<file path="src/rtl/i2jd_pkg.sv">
// Shared types and constants for the ISO-2022-JP decoder.
// Used by every module of the block; no dependencies.
package i2jd_pkg;

    localparam int TABLE_DEPTH_DEF = 16384;
    localparam int QUEUE_DEPTH_DEF = 4;
    localparam int INDEX_W         = 14;
    localparam int RUNE_W          = 16;
    localparam int ERR_W           = 32;

    localparam logic [7:0] CH_ESC      = 8'h1B;
    localparam logic [7:0] CH_DOLLAR   = 8'h24;
    localparam logic [7:0] CH_PAREN    = 8'h28;
    localparam logic [7:0] CH_AT       = 8'h40;
    localparam logic [7:0] CH_B        = 8'h42;
    localparam logic [7:0] CH_H        = 8'h48;
    localparam logic [7:0] CH_J        = 8'h4A;
    localparam logic [7:0] CH_BSLASH   = 8'h5C;
    localparam logic [7:0] CH_TILDE    = 8'h7E;
    localparam logic [7:0] CH_YEN      = 8'hA5;
    localparam logic [7:0] CH_OVERLINE = 8'hAF;
    localparam logic [7:0] CH_PAD      = 8'h21;
    localparam logic [7:0] HIGH_BIT    = 8'h80;

    localparam logic [INDEX_W-1:0] KUTEN_ROW  = 14'd100;
    localparam logic [INDEX_W-1:0] KUTEN_BIAS = 14'd3232;

    localparam logic [RUNE_W-1:0] BAD_RUNE_RST = 16'hFFFD;

    localparam logic CFG_DROP_UNMAPPED = 1'b0;
    localparam logic CFG_BAD_RUNE      = 1'b1;

    typedef enum logic [1:0] {
        CMD_LIT,
        CMD_LOOK,
        CMD_WRITE
    } t_cmd_kind;

    typedef struct packed {
        t_cmd_kind                kind;
        logic [1:0]               cnt;
        logic [2:0][7:0]          lits;
        logic [INDEX_W-1:0]       addr;
        logic                     hit;
        logic                     wr_mapped;
        logic [RUNE_W-1:0]        wr_rune;
    } t_cmd;

    typedef struct packed {
        logic                     valid;
        logic [RUNE_W-1:0]        rune;
        logic                     unmapped;
        logic [ERR_W-1:0]         err;
        logic                     last;
    } t_res;

endpackage

</file>
<file path="src/rtl/i2jd_front.sv">
// Front end: escape and pair parser, turns each transaction that loads the table or yields output into a queue command.
// Depends on i2jd_pkg.
module i2jd_front #(
    parameter int TABLE_DEPTH = i2jd_pkg::TABLE_DEPTH_DEF
) (
    input  logic                            i_clk,
    input  logic                            i_rst_n,
    input  logic                            i_valid,
    output logic                            o_ready,
    input  logic                            i_op,
    input  logic [7:0]                      i_byte,
    input  logic                            i_eoi,
    input  logic [i2jd_pkg::INDEX_W-1:0]    i_index,
    input  logic                            i_mapped,
    input  logic [i2jd_pkg::RUNE_W-1:0]     i_rune,
    input  logic                            i_q_full,
    output logic                            o_push,
    output i2jd_pkg::t_cmd                  o_cmd
);

    typedef enum logic [2:0] {
        PH_IDLE,
        PH_ESC,
        PH_DOLLAR,
        PH_PAREN,
        PH_PAIR
    } t_phase;

    t_phase      r_phase, n_phase;
    logic        r_two, n_two;
    logic        r_roman, n_roman;
    logic [7:0]  r_fb, n_fb;

    logic [2:0][7:0]                lits;
    logic [1:0]                     pre_n;
    logic [1:0]                     cnt;
    logic                           run_idle;
    logic                           idle_emit;
    logic                           do_look;
    logic [7:0]                     b2;
    logic [i2jd_pkg::INDEX_W-1:0]   ksum;
    logic [i2jd_pkg::INDEX_W-1:0]   kidx;
    logic                           khit;
    logic                           whit;
    logic                           accept;

    assign o_ready = !i_q_full;
    assign accept  = i_valid && o_ready;

    always_comb begin
        n_phase   = r_phase;
        n_two     = r_two;
        n_roman   = r_roman;
        n_fb      = r_fb;
        lits      = '0;
        pre_n     = 2'd0;
        run_idle  = 1'b0;
        idle_emit = 1'b0;
        do_look   = 1'b0;
        b2        = i_byte;
        unique case (r_phase)
            PH_ESC: begin
                if (!i_eoi && i_byte == i2jd_pkg::CH_DOLLAR) begin
                    n_phase = PH_DOLLAR;
                end else if (!i_eoi && i_byte == i2jd_pkg::CH_PAREN) begin
                    n_phase = PH_PAREN;
                end else begin
                    lits[0]  = i2jd_pkg::CH_ESC;
                    pre_n    = 2'd1;
                    run_idle = 1'b1;
                end
            end
            PH_DOLLAR: begin
                if (!i_eoi && (i_byte == i2jd_pkg::CH_AT || i_byte == i2jd_pkg::CH_B)) begin
                    n_two   = 1'b1;
                    n_phase = PH_IDLE;
                end else begin
                    lits[0]  = i2jd_pkg::CH_ESC;
                    lits[1]  = i2jd_pkg::CH_DOLLAR;
                    pre_n    = 2'd2;
                    run_idle = 1'b1;
                end
            end
            PH_PAREN: begin
                if (!i_eoi && (i_byte == i2jd_pkg::CH_J || i_byte == i2jd_pkg::CH_H
                               || i_byte == i2jd_pkg::CH_B)) begin
                    n_roman = (i_byte == i2jd_pkg::CH_J);
                    n_two   = 1'b0;
                    n_phase = PH_IDLE;
                end else begin
                    lits[0]  = i2jd_pkg::CH_ESC;
                    lits[1]  = i2jd_pkg::CH_PAREN;
                    pre_n    = 2'd2;
                    run_idle = 1'b1;
                end
            end
            PH_PAIR: begin
                n_phase = PH_IDLE;
                if (i_eoi) begin
                    b2      = i2jd_pkg::CH_PAD | (r_fb & i2jd_pkg::HIGH_BIT);
                    do_look = 1'b1;
                end else if (i_byte[7] != r_fb[7]) begin
                    lits[0]  = r_fb;
                    pre_n    = 2'd1;
                    run_idle = 1'b1;
                end else begin
                    do_look = 1'b1;
                end
            end
            default: begin
                run_idle = 1'b1;
            end
        endcase

        if (run_idle) begin
            n_phase = PH_IDLE;
            if (!i_eoi) begin
                if (i_byte == i2jd_pkg::CH_ESC) begin
                    n_phase = PH_ESC;
                end else if (!r_two && !i_byte[7]) begin
                    idle_emit = 1'b1;
                    if (r_roman && i_byte == i2jd_pkg::CH_BSLASH) begin
                        lits[pre_n] = i2jd_pkg::CH_YEN;
                    end else if (r_roman && i_byte == i2jd_pkg::CH_TILDE) begin
                        lits[pre_n] = i2jd_pkg::CH_OVERLINE;
                    end else begin
                        lits[pre_n] = i_byte;
                    end
                end else begin
                    n_fb    = i_byte;
                    n_phase = PH_PAIR;
                end
            end
        end
        cnt = pre_n + {1'b0, idle_emit};
    end

    // kuten index: row * 100 + cell - 3232
    assign ksum = (i2jd_pkg::INDEX_W'(r_fb[6:0]) * i2jd_pkg::KUTEN_ROW)
                + i2jd_pkg::INDEX_W'(b2[6:0]);
    assign kidx = ksum - i2jd_pkg::KUTEN_BIAS;
    assign khit = (ksum >= i2jd_pkg::KUTEN_BIAS) && (32'(kidx) < 32'(TABLE_DEPTH));
    assign whit = 32'(i_index) < 32'(TABLE_DEPTH);

    always_comb begin
        o_cmd           = '0;
        o_cmd.lits      = lits;
        o_cmd.cnt       = cnt;
        o_cmd.wr_mapped = i_mapped;
        o_cmd.wr_rune   = i_rune;
        if (i_op) begin
            o_cmd.kind = i2jd_pkg::CMD_WRITE;
            o_cmd.addr = i_index;
            o_cmd.hit  = whit;
        end else if (do_look) begin
            o_cmd.kind = i2jd_pkg::CMD_LOOK;
            o_cmd.addr = kidx;
            o_cmd.hit  = khit;
        end else begin
            o_cmd.kind = i2jd_pkg::CMD_LIT;
        end
    end

    assign o_push = accept && (i_op || do_look || cnt != 2'd0);

    always_ff @(posedge i_clk) begin
        if (!i_rst_n) begin
            r_phase <= PH_IDLE;
            r_two   <= 1'b0;
            r_roman <= 1'b0;
            r_fb    <= '0;
        end else if (accept && !i_op) begin
            r_phase <= n_phase;
            r_two   <= n_two;
            r_roman <= n_roman;
            r_fb    <= n_fb;
        end
    end

endmodule

</file>
<file path="config.mk">
export PLATFORM = sky130hd
export DESIGN_NAME = i2jd_front
export DESIGN_NICKNAME = d
export VERILOG_FILES = /design/src/rtl/i2jd_pkg.sv /design/src/rtl/i2jd_front.sv
export SDC_FILE = /design/constraint.sdc
export NUM_CORES = 1
export LEC_CHECK = 0
export BUFFER_PORTS_ARGS = -buffer_cell sky130_fd_sc_hd__buf_2
export CAP_MARGIN = 20
export CORE_AREA = 2 2 73 75
export CTS_CLUSTER_SIZE = 30
export DETAILED_ROUTE_END_ITERATION = 10
export DIE_AREA = 0 0 75 77
export PLACE_DENSITY = 0.86
export SYNTH_ARGS = -nofsm -noshare
export SYNTH_HDL_FRONTEND = slang
export SYNTH_SLANG_ARGS = --single-unit
</file>
<file path="constraint.sdc">
create_clock -name i_clk -period 9.5 [get_ports i_clk]
set_clock_uncertainty 0.1 [all_clocks]
set_input_delay 2.375 -clock i_clk [delete_from_list [all_inputs] [get_ports i_clk]]
set_output_delay 2.375 -clock i_clk [all_outputs]
set_load 0.05 [all_outputs]
</file>
==> impl_metrics.tcl <==
set metrics [dict create \
    status "finished clean" \
    dp_hpwl_um 5511 \
    synth_common_cells "nor2_1, ha_1, nand2_1" \
    synth_area_per_cell_um2 7.404 \
    antenna_found_initial 0 \
    leakage_nw 1.403 \
    hold_viol_final 0 \
    place.gp.congestion 0.9629 \
    worstSetupStartpoint "i_eoi" \
    end_kind "primary output" \
    cts_setup_buffers 0 \
    synth_area_leaders "ha_1, dfxtp_1, nor2_1" \
    slew_viol_final 0 \
    grt_max_degree 28 \
    fin_tns_setup_ns 0 \
    routedWlPerCell_um 14.51 \
    grt_use_total 0.2404 \
    finalCritPeriodShare 0.8312 \
    slew-limit-headroom 0.5941 \
    dpl_cell_area_um2 2848 \
    critPathMaxFanout 10 \
    p_comb_frac 0.455 \
    nets 477 \
    finalInstanceArea_um2 2894 \
    max_freq_ghz 0.1266 \
    hold_buffers 0 \
    met3_usage 0.03679 \
    grt_first_pass_wirelength_um 11300 \
    final.fill_count 475 \
    coreArea_um2 4977 \
    first_pass_iters 4 \
    dieArea_um2 5775 \
    ios 107 \
    synth_top_area_frac 0.1584 \
    row_count 26 \
    crit_end "o_cmd[30]" \
    vdd_ir_drop_max_mv 0.06761 \
    post_cts_resized 0 \
    power_uw 200.3 \
    drt-initial-drc-count 205 \
    syn_inst 352 \
    synth.most_common_cell "nor2_1" \
    cts-root-buf "clkbuf_8" \
    port_buffers 72 \
    finalSetupViolCount 0 \
    diodes 0 \
    powerDensity_nw_per_um2 69.21 \
    worst_slew_pin_slew_ns 0.6033 \
    yosysTopAreaCell "ha_1" \
    clk_latency_ns 0.25 \
    synth_edf_count 0 \
    grt_remaining_overflow 0 \
    synth_nets 433 \
    grt_pass1_vias 2466 \
    p_clk_frac 0.261 \
    crit_required_ns 7.03 \
    synth_ff_type "dfxtp_1" \
    synth_cell_types 60 \
    vias 2660 \
    totalWireLength_um 6747 \
    met1_usage 0.3275 \
    die_w_um 75 \
    drc 0 \
    timing.rr.start "r_phase[2]$_SDFFE_PN0P_" \
    cts_tree "built" \
    min-delay-path-class "flip-flop to flip-flop" \
    sw_frac_of_total 0.4401 \
    synth_warnings 0 \
    clock_tree.buffer_depth 2 \
    r2r_setup_slack_ns 6.94 \
    rsz0062_at_grt "false" \
    via_per_inst 5.720 \
    p_seq_frac 0.283 \
    cts_sinks 13 \
    busiest_layer "met2" \
    htreeDepth 1 \
    drv_cap 0 \
    cts_buffers 3 \
    start_util 0.5236 \
    r2r_end "r_fb[3]$_SDFFE_PN0P_" \
    arrival_ns 5.42 \
    drive_gt1_frac 0.2329 \
    ant_nets 0 \
    syn2layout_area_growth_pct 11.04 \
    cell_internal_pwr_uw 112.1 \
    reg2regPathDepth 9 \
    crit_type "primary input to primary output" \
    die_h_um 77 \
    ys_seq_elements 13 \
    mappedNetlistArea_um2 2606 \
    crit_path_start_kind "primary input" \
    met2_usage 0.3965 \
    switchingPower_uw 88.14 \
    async_flop_share 0 \
    clk_pin_slew_ns 0.06 \
    yosysSeqAreaShare 0.09986 \
    period_minus_slack_ns 7.897 \
]
[per-stage QoR]
step,util,cells,setup WS (ns),hold WS (ns)
2_1_floorplan,-,352,1.068,0.3482
3_3_place_gp,0.5721,461,1.747,0.3609
3_5_place_dp,0.5721,461,1.612,0.3663
4_1_cts,0.5814,465,1.623,0.3780
5_1_grt,0.5814,465,1.366,0.4224
6_report,0.5814,465,1.603,0.3855
[sequential cells by signal (all words and copies together), names as in the netlist]
signal   count
r_two        1
r_phase      3
r_fb         8
r_roman      1
[final cells by class]
class,instances,area (um2),share of cell area
Timing Repair Buffer,73,367.9,0.1271
Sequential cell,13,260.3,0.08993
Tap cell,70,87.58,0.03026
Clock inverter,1,5.005,0.001729
Inverter,17,63.81,0.02205
Clock buffer,3,41.29,0.01427
Multi-Input combinational cell,288,2068,0.7147
[worst min-delay path by stage]
stage	start	to	slack, ns	cells after the start
after floorplan	r_roman$_SDFFE_PN0P_	r_roman$_SDFFE_PN0P_	0.35	2
after global placement	r_roman$_SDFFE_PN0P_	r_roman$_SDFFE_PN0P_	0.36	2
after detailed placement	r_roman$_SDFFE_PN0P_	r_roman$_SDFFE_PN0P_	0.37	2
after CTS	r_roman$_SDFFE_PN0P_	r_roman$_SDFFE_PN0P_	0.38	2
after global routing	r_roman$_SDFFE_PN0P_	r_roman$_SDFFE_PN0P_	0.42	2
final	r_roman$_SDFFE_PN0P_	r_roman$_SDFFE_PN0P_	0.39	2
[layer usage]
metal	wire, um	part of all wire
met1	2995	0.44
met2	3159	0.47
met3	533	0.079
met4	59	0.0087
met5	0	0
[power groups by stage]
stage	sequential [mW]	clock (mW)	combinational (mW)
5_1_grt	0.0568	0.0552	0.0985
4_1_cts	0.0566	0.0529	0.0905
6_report	0.0567	0.0524	0.0912
2_1_floorplan	0.0571	0	0.0897
3_5_place_dp	0.0578	0	0.0900
3_3_place_gp	0.0578	0	0.0892
[kinds of logic (layout without fill, tap and decap cells)]
logic type	count (synthesis)	in the layout	synth area share
mux	9	9	0.03457
xor+xnor	26	26	0.08737
fa+ha+maj	36	36	0.1815
compound gates	73	73	0.1882
simple gates	144	144	0.3020
flops	13	13	0.09986
buf+inv	51	94	0.1066
[worst max-delay path, stage by stage]
cell      delay, ns
buf_2          0.18
and3_1         0.26
nor2_1         0.12
ha_1           0.18
inv_1          0.06
fa_1           0.39
nand2b_1       0.21
and4_1         0.22
or4_1          0.47
nand3_1        0.12
nand3_1        0.12
nand3_1        0.15
xnor2_1        0.08
o31ai_1        0.20
buf_2          0.30
[cell usage in the layout, fill, tap and decap left out, types with 2 or more instances in the layout]
master    netlist  layout
buf_2           6      72
nor2_1         42      42
ha_1           33      33
nand2_1        32      32
o21ai_0        19      19
xor2_1         16      16
inv_1          16      16
nor2b_1        13      13
dfxtp_1        13      13
a21oi_1        11      11
xnor2_1        10      10
mux2i_1         9       9
nand2b_1        8       8
o211ai_1        7       7
a22o_1          7       7
o31ai_1         6       6
nand3_1         6       6
nor3_1          4       4
a31oi_1         4       4
or4_1           4       4
nand4_1         4       4
nor4_1          3       3
or2_2           3       3
and2_1          3       3
fa_1            3       3
clkbuf_8        0       3
or3b_2          2       2
or2_4           2       2
or4b_1          2       2
o21bai_1        2       2
and3_1          2       2
a21o_1          2       2
a211oi_1        2       2
nor3b_1         2       2
and4_1          2       2
o41ai_1         2       2
Power figures use the tool's default switching activity.
