===== config.mk =====
export PLATFORM = sky130hd
export DESIGN_NAME = i2jd_queue
export DESIGN_NICKNAME = d
export VERILOG_FILES = /design/src/rtl/i2jd_pkg.sv /design/src/rtl/i2jd_queue.sv
export SDC_FILE = /design/constraint.sdc
export NUM_CORES = 1
export LEC_CHECK = 0
export ABC_CLOCK_PERIOD_IN_PS = 7380
export BUFFER_PORTS_ARGS = -buffer_cell sky130_fd_sc_hd__buf_2
export CAP_MARGIN = 15
export CELL_PAD_IN_SITES_DETAIL_PLACEMENT = 1
export CELL_PAD_IN_SITES_GLOBAL_PLACEMENT = 1
export CORE_UTILIZATION = 54
export DETAILED_ROUTE_END_ITERATION = 10
export GPL_TIMING_DRIVEN = 0
export PLACE_DENSITY = 0.81
export SETUP_SLACK_MARGIN = 0.15
export SLEW_MARGIN = 20
export SYNTH_ARGS = -nofsm -noshare
export SYNTH_HDL_FRONTEND = slang
export SYNTH_SLANG_ARGS = --single-unit

===== constraint.sdc =====
create_clock -name i_clk -period 7.38 [get_ports i_clk]
set_clock_uncertainty 0.15 [all_clocks]
set_input_delay 1.476 -clock i_clk [delete_from_list [all_inputs] [get_ports i_clk]]
set_output_delay 1.476 -clock i_clk [all_outputs]
set_load 0.05 [all_outputs]

===== src/rtl/i2jd_pkg.sv =====
// Shared types and constants for the ISO-2022-JP decoder.
// Used by every module of the block; no dependencies.
package i2jd_pkg;

    localparam int TABLE_DEPTH_DEF = 16384;
    localparam int QUEUE_DEPTH_DEF = 4;
    localparam int INDEX_W         = 14;
    localparam int RUNE_W          = 16;
    localparam int ERR_W           = 32;

    localparam logic [7:0] CH_ESC      = 8'h1B;
    localparam logic [7:0] CH_DOLLAR   = 8'h24;
    localparam logic [7:0] CH_PAREN    = 8'h28;
    localparam logic [7:0] CH_AT       = 8'h40;
    localparam logic [7:0] CH_B        = 8'h42;
    localparam logic [7:0] CH_H        = 8'h48;
    localparam logic [7:0] CH_J        = 8'h4A;
    localparam logic [7:0] CH_BSLASH   = 8'h5C;
    localparam logic [7:0] CH_TILDE    = 8'h7E;
    localparam logic [7:0] CH_YEN      = 8'hA5;
    localparam logic [7:0] CH_OVERLINE = 8'hAF;
    localparam logic [7:0] CH_PAD      = 8'h21;
    localparam logic [7:0] HIGH_BIT    = 8'h80;

    localparam logic [INDEX_W-1:0] KUTEN_ROW  = 14'd100;
    localparam logic [INDEX_W-1:0] KUTEN_BIAS = 14'd3232;

    localparam logic [RUNE_W-1:0] BAD_RUNE_RST = 16'hFFFD;

    localparam logic CFG_DROP_UNMAPPED = 1'b0;
    localparam logic CFG_BAD_RUNE      = 1'b1;

    typedef enum logic [1:0] {
        CMD_LIT,
        CMD_LOOK,
        CMD_WRITE
    } t_cmd_kind;

    typedef struct packed {
        t_cmd_kind                kind;
        logic [1:0]               cnt;
        logic [2:0][7:0]          lits;
        logic [INDEX_W-1:0]       addr;
        logic                     hit;
        logic                     wr_mapped;
        logic [RUNE_W-1:0]        wr_rune;
    } t_cmd;

    typedef struct packed {
        logic                     valid;
        logic [RUNE_W-1:0]        rune;
        logic                     unmapped;
        logic [ERR_W-1:0]         err;
        logic                     last;
    } t_res;

endpackage


===== src/rtl/i2jd_queue.sv =====
// Command queue between parser and back end.
// Depends on i2jd_pkg for the command type.
module i2jd_queue #(
    parameter int DEPTH = i2jd_pkg::QUEUE_DEPTH_DEF
) (
    input  logic            i_clk,
    input  logic            i_rst_n,
    input  logic            i_push,
    input  i2jd_pkg::t_cmd  i_cmd,
    output logic            o_full,
    output logic            o_valid,
    input  logic            i_pop,
    output i2jd_pkg::t_cmd  o_cmd
);

    localparam int PW = (DEPTH > 1) ? $clog2(DEPTH) : 1;
    localparam int CW = $clog2(DEPTH + 1);

    i2jd_pkg::t_cmd r_mem [DEPTH];
    logic [PW-1:0]  r_wp, r_rp;
    logic [CW-1:0]  r_cnt;

    assign o_full  = (r_cnt == CW'(DEPTH));
    assign o_valid = (r_cnt != '0);
    assign o_cmd   = r_mem[r_rp];

    always_ff @(posedge i_clk) begin
        if (i_push) begin
            r_mem[r_wp] <= i_cmd;
        end
    end

    always_ff @(posedge i_clk) begin
        if (!i_rst_n) begin
            r_wp  <= '0;
            r_rp  <= '0;
            r_cnt <= '0;
        end else begin
            if (i_push) begin
                r_wp <= (r_wp == PW'(DEPTH - 1)) ? '0 : r_wp + 1'b1;
            end
            if (i_pop) begin
                r_rp <= (r_rp == PW'(DEPTH - 1)) ? '0 : r_rp + 1'b1;
            end
            if (i_push && !i_pop) begin
                r_cnt <= r_cnt + 1'b1;
            end else if (!i_push && i_pop) begin
                r_cnt <= r_cnt - 1'b1;
            end
        end
    end

endmodule


==> results.cfg, run 1 <==
[run_status]
status = complete, no violations

[global_routing]
grt_usage_pct = 22.0
grt_pass1_wl_mm = 28.5
overflow = 0
grt_pass1_vias = 4767
grt_max_degree = 44
antenna_found_initial = 2

[worst_setup_path]
critPathMaxFanout = 10
crit_path_end_kind = primary output
worst_ep_required_time_ns = 5.75
critPathLaunchType = flop
rr_endpoint = r_mem[0][5]$_DFFE_PP_
path_class = reg2out
reg2reg_slack_ns = 5.52
critPathArrivalTime_ns = 2.12
reg2reg_from = r_wp[0]$_SDFFE_PN0P_
r2r_cells = 4

[finish]
drive_gt1_share_pct = 45.7
diodes = 0
nets = 586
fill_cells = 1362
synthToLayoutAreaGrowth_pct = 20.3

[synth]
synth_area_leaders = edfxtp_1 (78%), mux4_2 (15%), dfxtp_1 (2.0%)
synth_seq_area_share_pct = 80.4
syn_inst = 358
ys_ff_latch = 249
synth_cell_types = 22
synth_common_cells = edfxtp_1 (240), mux4_2 (60), dfxtp_1 (9)
synth_edf_count = 240
yosys_most_used_dff = edfxtp_1
syn_area_mm2 = 0.00918
synth_top_cell_by_area = edfxtp_1
async_flop_share_pct = 0
avgSynthCellArea_um2 = 25.6
yosysMostFrequentCell = edfxtp_1
syn_nets = 429
yosysWarnings = 0
synth_top_cell_area_share_pct = 78.5

[clock_tree]
clk_latency_ns = 0.51
clock_sinks = 249
h-tree-depth = 1
cts.repair.resized = 0
clkSlewWorstSetupHoldPaths_ns = 0.05
postCtsSetupRepairBufs = 0
cts_inserted_buffers = 26
hold_buffers = 0
root_buffer = clkbuf_16
cts.path.max_buffers = 3
cts_tree = done

[sta]
relSlewSlack_pct = 67.1
hold_viol_final = 0
fin_setup_tns_ns = 0
timing.fmax_ghz = 0.267
period_share_pct = 50.7
rsz0062_at_grt = false
min_period_ns = 3.74
finalSetupViolations = 0
slew_viol_final = 0
tightest_slew_ns = 0.494

[min_path]
hold_end = r_cnt[2]$_SDFFE_PN0P_
holdPathStages = 2
holdCritPathClass = reg2reg
holdCritStartpoint = r_cnt[2]$_SDFFE_PN0P_

[routing]
routed_wl_mm = 18.6
vias = 4258
drt_iter0_drc = 183
wl_per_cell_um = 24.8
drc = 0
first_pass_iters = 4
viasPerCell = 5.66
drtAntennaViolNets = 0

[pwr]
swShare_pct = 24.4
p_int_mw = 2.55
peakVddDrop_uv = 245
pwr-share-comb_pct = 12.6
pwr-share-seq_pct = 48.5
power.switching_mw = 0.825
clkPwrFrac_pct = 38.9
power.density_mw_per_mm2 = 306
p_leak_nw = 3.79
totalPowerFinal_mw = 3.38

[floorplanning]
die_y_um = 132
ioPinCount = 126
num_rows = 47
die_area_mm2 = 0.0175
start_util_pct = 55.4
core_area_mm2 = 0.0166
die_width_um = 132

[place]
dp_hpwl_mm = 11.1
globalplace.congestion = 0.693
port_buffers = 125

[job]
max-cap-violations = 0
## cells by family (layout without fill, tap and decap cells)
kind of cell | Yosys count | after routing | synth area share [%]
multiplexers | 64 | 64 | 15.2
buffers and inverters | 18 | 192 | 1.96
AND/OR/NAND/NOR | 15 | 15 | 0.995
XOR/XNOR | 2 | 2 | 0.191
AO/OA/AOI/OAI | 3 | 3 | 0.218
adder cells (fa/ha/maj) | 7 | 7 | 1.04
flip-flops | 249 | 249 | 80.4
## layout by cell type, fill, tap and decap left out, drive strengths merged, types with 2 or more instances in the layout
cell / instances
edfxtp: 240
buf: 143
mux4: 60
clkbuf: 31
dfxtp: 9
clkinv: 8
ha: 6
nor2b: 5
and2: 5
inv: 4
mux2i: 4
bufinv: 4
or3: 2
clkinvlp: 2
## registers in the layout, indices dropped and copies added, names as in the netlist, named ones only
signal and count:
r_rp 2, r_cnt 3, r_wp 2, r_mem 240
## worst max-delay path, cell delays in order (launching register included)
cell	delay [ns]
dfxtp_1	0.31
buf_1	0.31
buf_2	0.37
mux4_2	0.38
buf_2	0.23
## final cells by class
class	instances	area, µm²	area share, %
clock buffers	31	691	6.25
repair buffers	129	721	6.52
inverters	4	15.0	0.136
clock inverters	14	170	1.54
well taps	220	275	2.49
multi-input cells	91	1630	14.7
plain buffers	14	165	1.49
flip-flops and latches	249	7390	66.9
## per-layer routing
metal  vias to the layer above  part of all wire [%]  track usage [%]
li1                       1839                     -                -
met1                      2250                    40             28.5
met2                       142                    54             38.8
met3                        23                   5.1             4.34
met4                         4                   1.1             5.11
met5                         -                  0.12                0
## worst max-delay path by stage
stage	from	endpoint	slack (ns)
2_1_floorplan	i_push	r_mem[0][0]$_DFFE_PP_	3.91
3_3_place_gp	i_push	r_mem[1][26]$_DFFE_PP_	2.64
3_5_place_dp	i_pop	r_cnt[2]$_SDFFE_PN0P_	4.17
4_1_cts	flop	o_cmd[11]	3.59
5_1_grt	flop	o_cmd[11]	3.55
6_report	flop	o_cmd[11]	3.64
## power by group through the flow
stage	clock network (mW)	registers, mW	logic [mW]
floorplan	0	1.66	0.312
global placement	0	1.67	0.410
detailed placement	0	1.67	0.428
CTS	1.34	1.64	0.433
global route	1.39	1.64	0.447
finish	1.31	1.64	0.427
## through the flow
stage / std cells / worst slack, ns / hold WS, ns / util, % / cell area (µm²)
floorplan: 358 / 3.91 / 0.317 / - / 9180
global placement: 703 / 2.64 / 0.334 / 60.8 / 10100
detailed placement: 707 / 4.17 / 0.401 / 61.4 / 10200
CTS: 752 / 3.59 / 0.411 / 66.6 / 11000
global route: 752 / 3.55 / 0.424 / 66.6 / 11000
finish: 752 / 3.64 / 0.401 / 66.6 / 11000
Note: power is estimated with default switching activity, not from simulation.
==> inputs of run 2 (changes only) <==
Settings changed: ABC_CLOCK_PERIOD_IN_PS 7380 to 3200, CORE_UTILIZATION 54 to 45, PLACE_DENSITY 0.81 to 0.72.
Clock period 7.38 ns to 3.2 ns, I/O delays scaled along.
==> run 2 against run 1 <==
  * Global-route usage is 5.1 points lower
  * First-iteration DRC count is 3.3% higher
  * Count of clock-buffer cells in the layout is 7 higher
  * Core utilization is 11 points lower
  * Hold slack worse by 0.22 ns
  * Non-clock buffer count stayed put
  * Clock power is 110% higher
  * Die area is 20% higher
  * Highest routed layer unchanged
==> results.cfg, run 2 (same netlist as run 1, synthesis figures left out) <==
[run_status]
status = complete, no violations

[routing]
viasPerCell = 5.24
first_pass_iters = 4
drt_iter0_drc = 189
drtAntennaViolNets = 0
vias = 4190
routed_wl_mm = 17.1
wl_per_cell_um = 21.4
drc = 0

[place]
pre_cts_ws_ns = 0.780
dp_hpwl_mm = 10.9
port_buffers = 125
globalplace.congestion = 0.722

[finish]
final_common_cell = edfxtp_1
largest_register_ffs = 240
top_register = r_mem
synthToLayoutAreaGrowth_pct = 20.0
reg_top3 = r_mem x240, r_cnt x3
final_cell_mix = edfxtp_1 (240), buf_2 (131), mux4_2 (60), clkbuf_16 (27), clkbuf_1 (11)
nets = 586
diodes = 0
drive_gt1_share_pct = 44.7

[sta]
relSlewSlack_pct = 67.4
tightest_slew_ns = 0.489
finalSetupViolations = 0
rsz0062_at_grt = false
period_share_pct = 90.6
slew_viol_final = 0
timing.fmax_ghz = 0.345
holdWs_ns = 0.186
hold_viol_final = 0
min_period_ns = 2.90
fin_ws_ns = 0.300

[clock_tree]
cts.path.max_buffers = 3
postCtsSetupRepairBufs = 0
hold_buffers = 0
clock_sinks = 249
cts.repair.resized = 0
clkSlewWorstSetupHoldPaths_ns = 0.06
clk_latency_ns = 0.51
h-tree-depth = 1
cts_inserted_buffers = 26
cts_tree = done
root_buffer = clkbuf_16

[floorplanning]
die_y_um = 145
die_area_mm2 = 0.0210
ioPinCount = 126
die_width_um = 145
start_util_pct = 46.6
core_area_mm2 = 0.0197
num_rows = 51

[worst_setup_path]
rr_endpoint = r_mem[3][5]$_DFFE_PP_
worst-path-buf-inv = 3
critPathLaunchType = flop
critPathMaxFanout = 10
cpMostUsedCell = buf_2
critPathArrivalTime_ns = 2.11
crit_path_end_kind = primary output
r2r_cells = 3
path_class = reg2out
max_stage_delay_ns = 0.37
reg2reg_slack_ns = 1.34
slowest_stage = buf_2
cp_top_family = buffers and inverters
critical_path.cell_chain = buf_1 -> buf_2 -> mux4_2 -> buf_2
worst_ep_required_time_ns = 2.41
reg2reg_from = r_wp[0]$_SDFFE_PN0P_

[global_routing]
grt_pass1_vias = 4680
grt_max_degree = 33
grt_pass1_wl_mm = 26.1
overflow = 0
antenna_found_initial = 1
grt_usage_pct = 16.9

[min_path]
holdCritPathClass = in2reg
hold_end = r_mem[1][43]$_DFFE_PP_
holdCritStartpoint = i_cmd[43]
holdPathStages = 1

[job]
max-cap-violations = 0

[pwr]
p_leak_nw = 3.75
peakVddDrop_uv = 594
totalPowerFinal_mw = 7.51
power.density_mw_per_mm2 = 681
==> run 2: metrics by stage <==
step	cells	cell area (µm²)	utilization, %	TNS (ns)
final	800	11000	55.9	0
after global routing	800	11000	55.9	0
after CTS	800	11000	55.9	0
after detailed placement	752	10200	51.9	0
after global placement	748	10100	51.4	-189.04
after floorplan	358	9180	-	0
==> run 2: worst max-delay path by stage <==
stage,startpoint,endpoint,cells after the start
2_1_floorplan,i_push,r_mem[0][0]$_DFFE_PP_,1
3_3_place_gp,i_push,r_mem[1][26]$_DFFE_PP_,2
3_5_place_dp,i_push,r_cnt[2]$_SDFFE_PN0P_,7
4_1_cts,flop,o_cmd[52],4
5_1_grt,flop,o_cmd[14],4
6_report,flop,o_cmd[14],4
==> run 2: report_power, final <==
part           total (mW)  switching (mW)  internal, mW
combinational       0.978           0.670         0.308
sequential           3.77          0.0411          3.73
clock                2.76            1.13          1.63
==> run 2: routing by layer <==
layer	global-route usage, %	share of wire, %	vias up
met2	28.5	50	126
met1	22.3	42	2190
li1	-	-	1839
met4	4.88	2.1	2
met5	0	0.099	-
met3	3.49	5.7	33
==> run 2: worst reg2reg max path: cells and delay by family (launching register included) <==
family                   cells  cell delay [ns]
AND/OR/NAND/NOR              1             0.46
flip-flops                   1             0.40
buffers and inverters        1             0.30
adder cells (fa/ha/maj)      1             0.20
==> run 2: layout make-up <==
| cell class | count | area, µm² |
|---|---|---|
| Multi-Input combinational cell | 91 | 1630 |
| Clock buffer | 38 | 717 |
| Tap cell | 265 | 332 |
| Timing Repair Buffer | 129 | 706 |
| Clock inverter | 10 | 70.1 |
| Fill cell | 1725 | 8700 |
| Buffer | 14 | 165 |
| Inverter | 4 | 15.0 |
| Sequential cell | 249 | 7390 |
==> inputs of run 3 (changes only) <==
Settings changed: CORE_UTILIZATION 45 to 47, CTS_BUF_LIST set to sky130_fd_sc_hd__clkbuf_8, PLACE_DENSITY 0.72 to 0.75, SKIP_CTS_REPAIR_TIMING set to 1.
==> run 3 against run 2 <==
  * Die area fell by 4.2%
  * Final area rose by 1.0%
  * Clock power rose by 6%
  * Sequential cell count did not move
  * Setup slack improved by 0.087 ns
  * Hold slack got worse by 0.031 ns
  * Combinational power rose by 0.5%
  * Count of clock-buffer cells in the layout rose by 5
  * Sequential share of layout area fell by 0.66 points
==> results.cfg, run 3 (same netlist as run 1, synthesis figures left out) <==
[sta]
period_share_pct = 87.9
fin_ws_ns = 0.387
hold_viol_final = 0
relSlewSlack_pct = 70.6
timing.fmax_ghz = 0.355
holdWs_ns = 0.155
min_period_ns = 2.81
rsz0062_at_grt = false
slew_viol_final = 0
tightest_slew_ns = 0.441
finalSetupViolations = 0

[routing]
top_layer = met4
vias = 4289
wl_per_cell_um = 21.7
wl_met1_mm = 7.08
first_pass_iters = 5
wl_met2_mm = 9.45
drt_iter0_drc = 234
wl_met3_mm = 1.08
drc = 0
drtAntennaViolNets = 0
viasPerCell = 5.20
routed_wl_mm = 17.9

[global_routing]
grt_max_degree = 38
overflow = 0
antenna_found_initial = 1
grt_pass1_vias = 4920
grt_pass1_wl_mm = 27.4
grt_usage_pct = 18.7

[worst_setup_path]
critPathArrivalTime_ns = 2.02
cpMostUsedCell = buf_2
reg2reg_slack_ns = 1.33
rr_endpoint = r_mem[3][39]$_DFFE_PP_
r2r_cells = 3
worst_ep_required_time_ns = 2.41
critPathMaxFanout = 10
max_stage_delay_ns = 0.38
path_class = reg2out
slowest_stage = mux4_2
critical_path.cell_chain = clkbuf_2 -> buf_2 -> mux4_2 -> buf_2
critPathLaunchType = flop
crit_path_end_kind = primary output
reg2reg_from = r_wp[0]$_SDFFE_PN0P_

[clock_tree]
cts.path.max_buffers = 3
cts_tree = done
clkSlewWorstSetupHoldPaths_ns = 0.06
root_buffer = clkbuf_8
clock_sinks = 249
cts_inserted_buffers = 42
h-tree-depth = 2
clk_latency_ns = 0.54

[job]
max-cap-violations = 0

[pwr]
power.density_mw_per_mm2 = 691
p_leak_nw = 3.87
peakVddDrop_uv = 425

[place]
dp_hpwl_mm = 10.9
globalplace.congestion = 0.703
pre_cts_ws_ns = 0.760
port_buffers = 125

[finish]
reg_top3 = r_mem x240, r_cnt x3
synthToLayoutAreaGrowth_pct = 21.2
largest_register_ffs = 240
final_cell_mix = edfxtp_1 (240), buf_2 (131), mux4_2 (60), clkbuf_8 (43), inv_1 (16)
final_common_cell = edfxtp_1
nets = 602
top_register = r_mem
drive_gt1_share_pct = 46.5

[min_path]
holdCritPathClass = in2reg
holdCritStartpoint = i_cmd[56]
hold_end = r_mem[3][56]$_DFFE_PP_
holdPathStages = 1

[floorplanning]
core_area_mm2 = 0.0190
die_width_um = 142
ioPinCount = 126
num_rows = 50
start_util_pct = 48.4
die_y_um = 142
die_area_mm2 = 0.0201

[run_status]
status = complete, no violations
==> run 3: cell types whose count changed in the layout (fill, tap and decap cells not counted), sizes merged <==
cell / delta
buf: -1
bufinv: +4
clkbuf: +6
clkinv: +3
clkinvlp: +1
diode: +2
inv: +15
==> run 3: layout make-up <==
cell class / count / area [µm²]
Inverter: 4 / 15.0
Multi-Input combinational cell: 91 / 1630
Timing Repair Buffer: 129 / 728
Buffer: 14 / 166
Clock buffer: 43 / 592
Antenna cell: 2 / 5.00
Tap cell: 260 / 325
Sequential cell: 249 / 7390
Fill cell: 1635 / 7830
Clock inverter: 33 / 283
==> run 3: worst max-delay path, delay by kind of cell (launching register included) <==
kind	cells	cell delay [ns]
flops	1	0.31
buf+inv	3	0.79
mux	1	0.38
==> run 3: metrics by stage <==
| stage | total power [mW] | utilization (%) | area (µm²) | TNS (ns) | std cells |
|---|---|---|---|---|---|
| 2_1_floorplan | 4.55 | - | 9180 | 0 | 358 |
| 3_3_place_gp | 4.80 | 53.5 | 10100 | -178.80 | 743 |
| 3_5_place_dp | 4.84 | 54.1 | 10200 | 0 | 747 |
| 4_1_cts | 7.79 | 58.7 | 11100 | 0 | 823 |
| 5_1_grt | 7.94 | 58.7 | 11100 | 0 | 823 |
| 6_report | 7.68 | 58.7 | 11100 | 0 | 825 |
==> run 3: power by group <==
| part | internal [mW] | switching, mW | total (mW) | leakage (nW) |
|---|---|---|---|---|
| Sequential | 3.73 | 0.0422 | 3.78 | 2.28 |
| Combinational | 0.311 | 0.672 | 0.983 | 1.10 |
| Clock | 1.67 | 1.25 | 2.93 | 0.486 |
==> run 3: worst max-delay path by stage <==
| stage | cells past startpoint | start | slack (ns) | endpoint |
|---|---|---|---|---|
| after floorplan | 1 | i_push | 0.57 | r_mem[0][0]$_DFFE_PP_ |
| after global placement | 2 | i_push | -0.75 | r_mem[1][27]$_DFFE_PP_ |
| after detailed placement | 4 | flop | 0.76 | o_cmd[41] |
| after CTS | 4 | flop | 0.14 | o_cmd[41] |
| after global routing | 4 | flop | 0.29 | o_cmd[31] |
| final | 4 | flop | 0.39 | o_cmd[41] |
==> run 3: metal layers <==
| metal | vias to the layer above | GRT usage [%] |
|---|---|---|
| met2 | 136 | 33.3 |
| met5 | - | 0 |
| met1 | 2231 | 22.1 |
| met3 | 32 | 5.23 |
| met4 | 0 | 5.66 |
| li1 | 1890 | - |
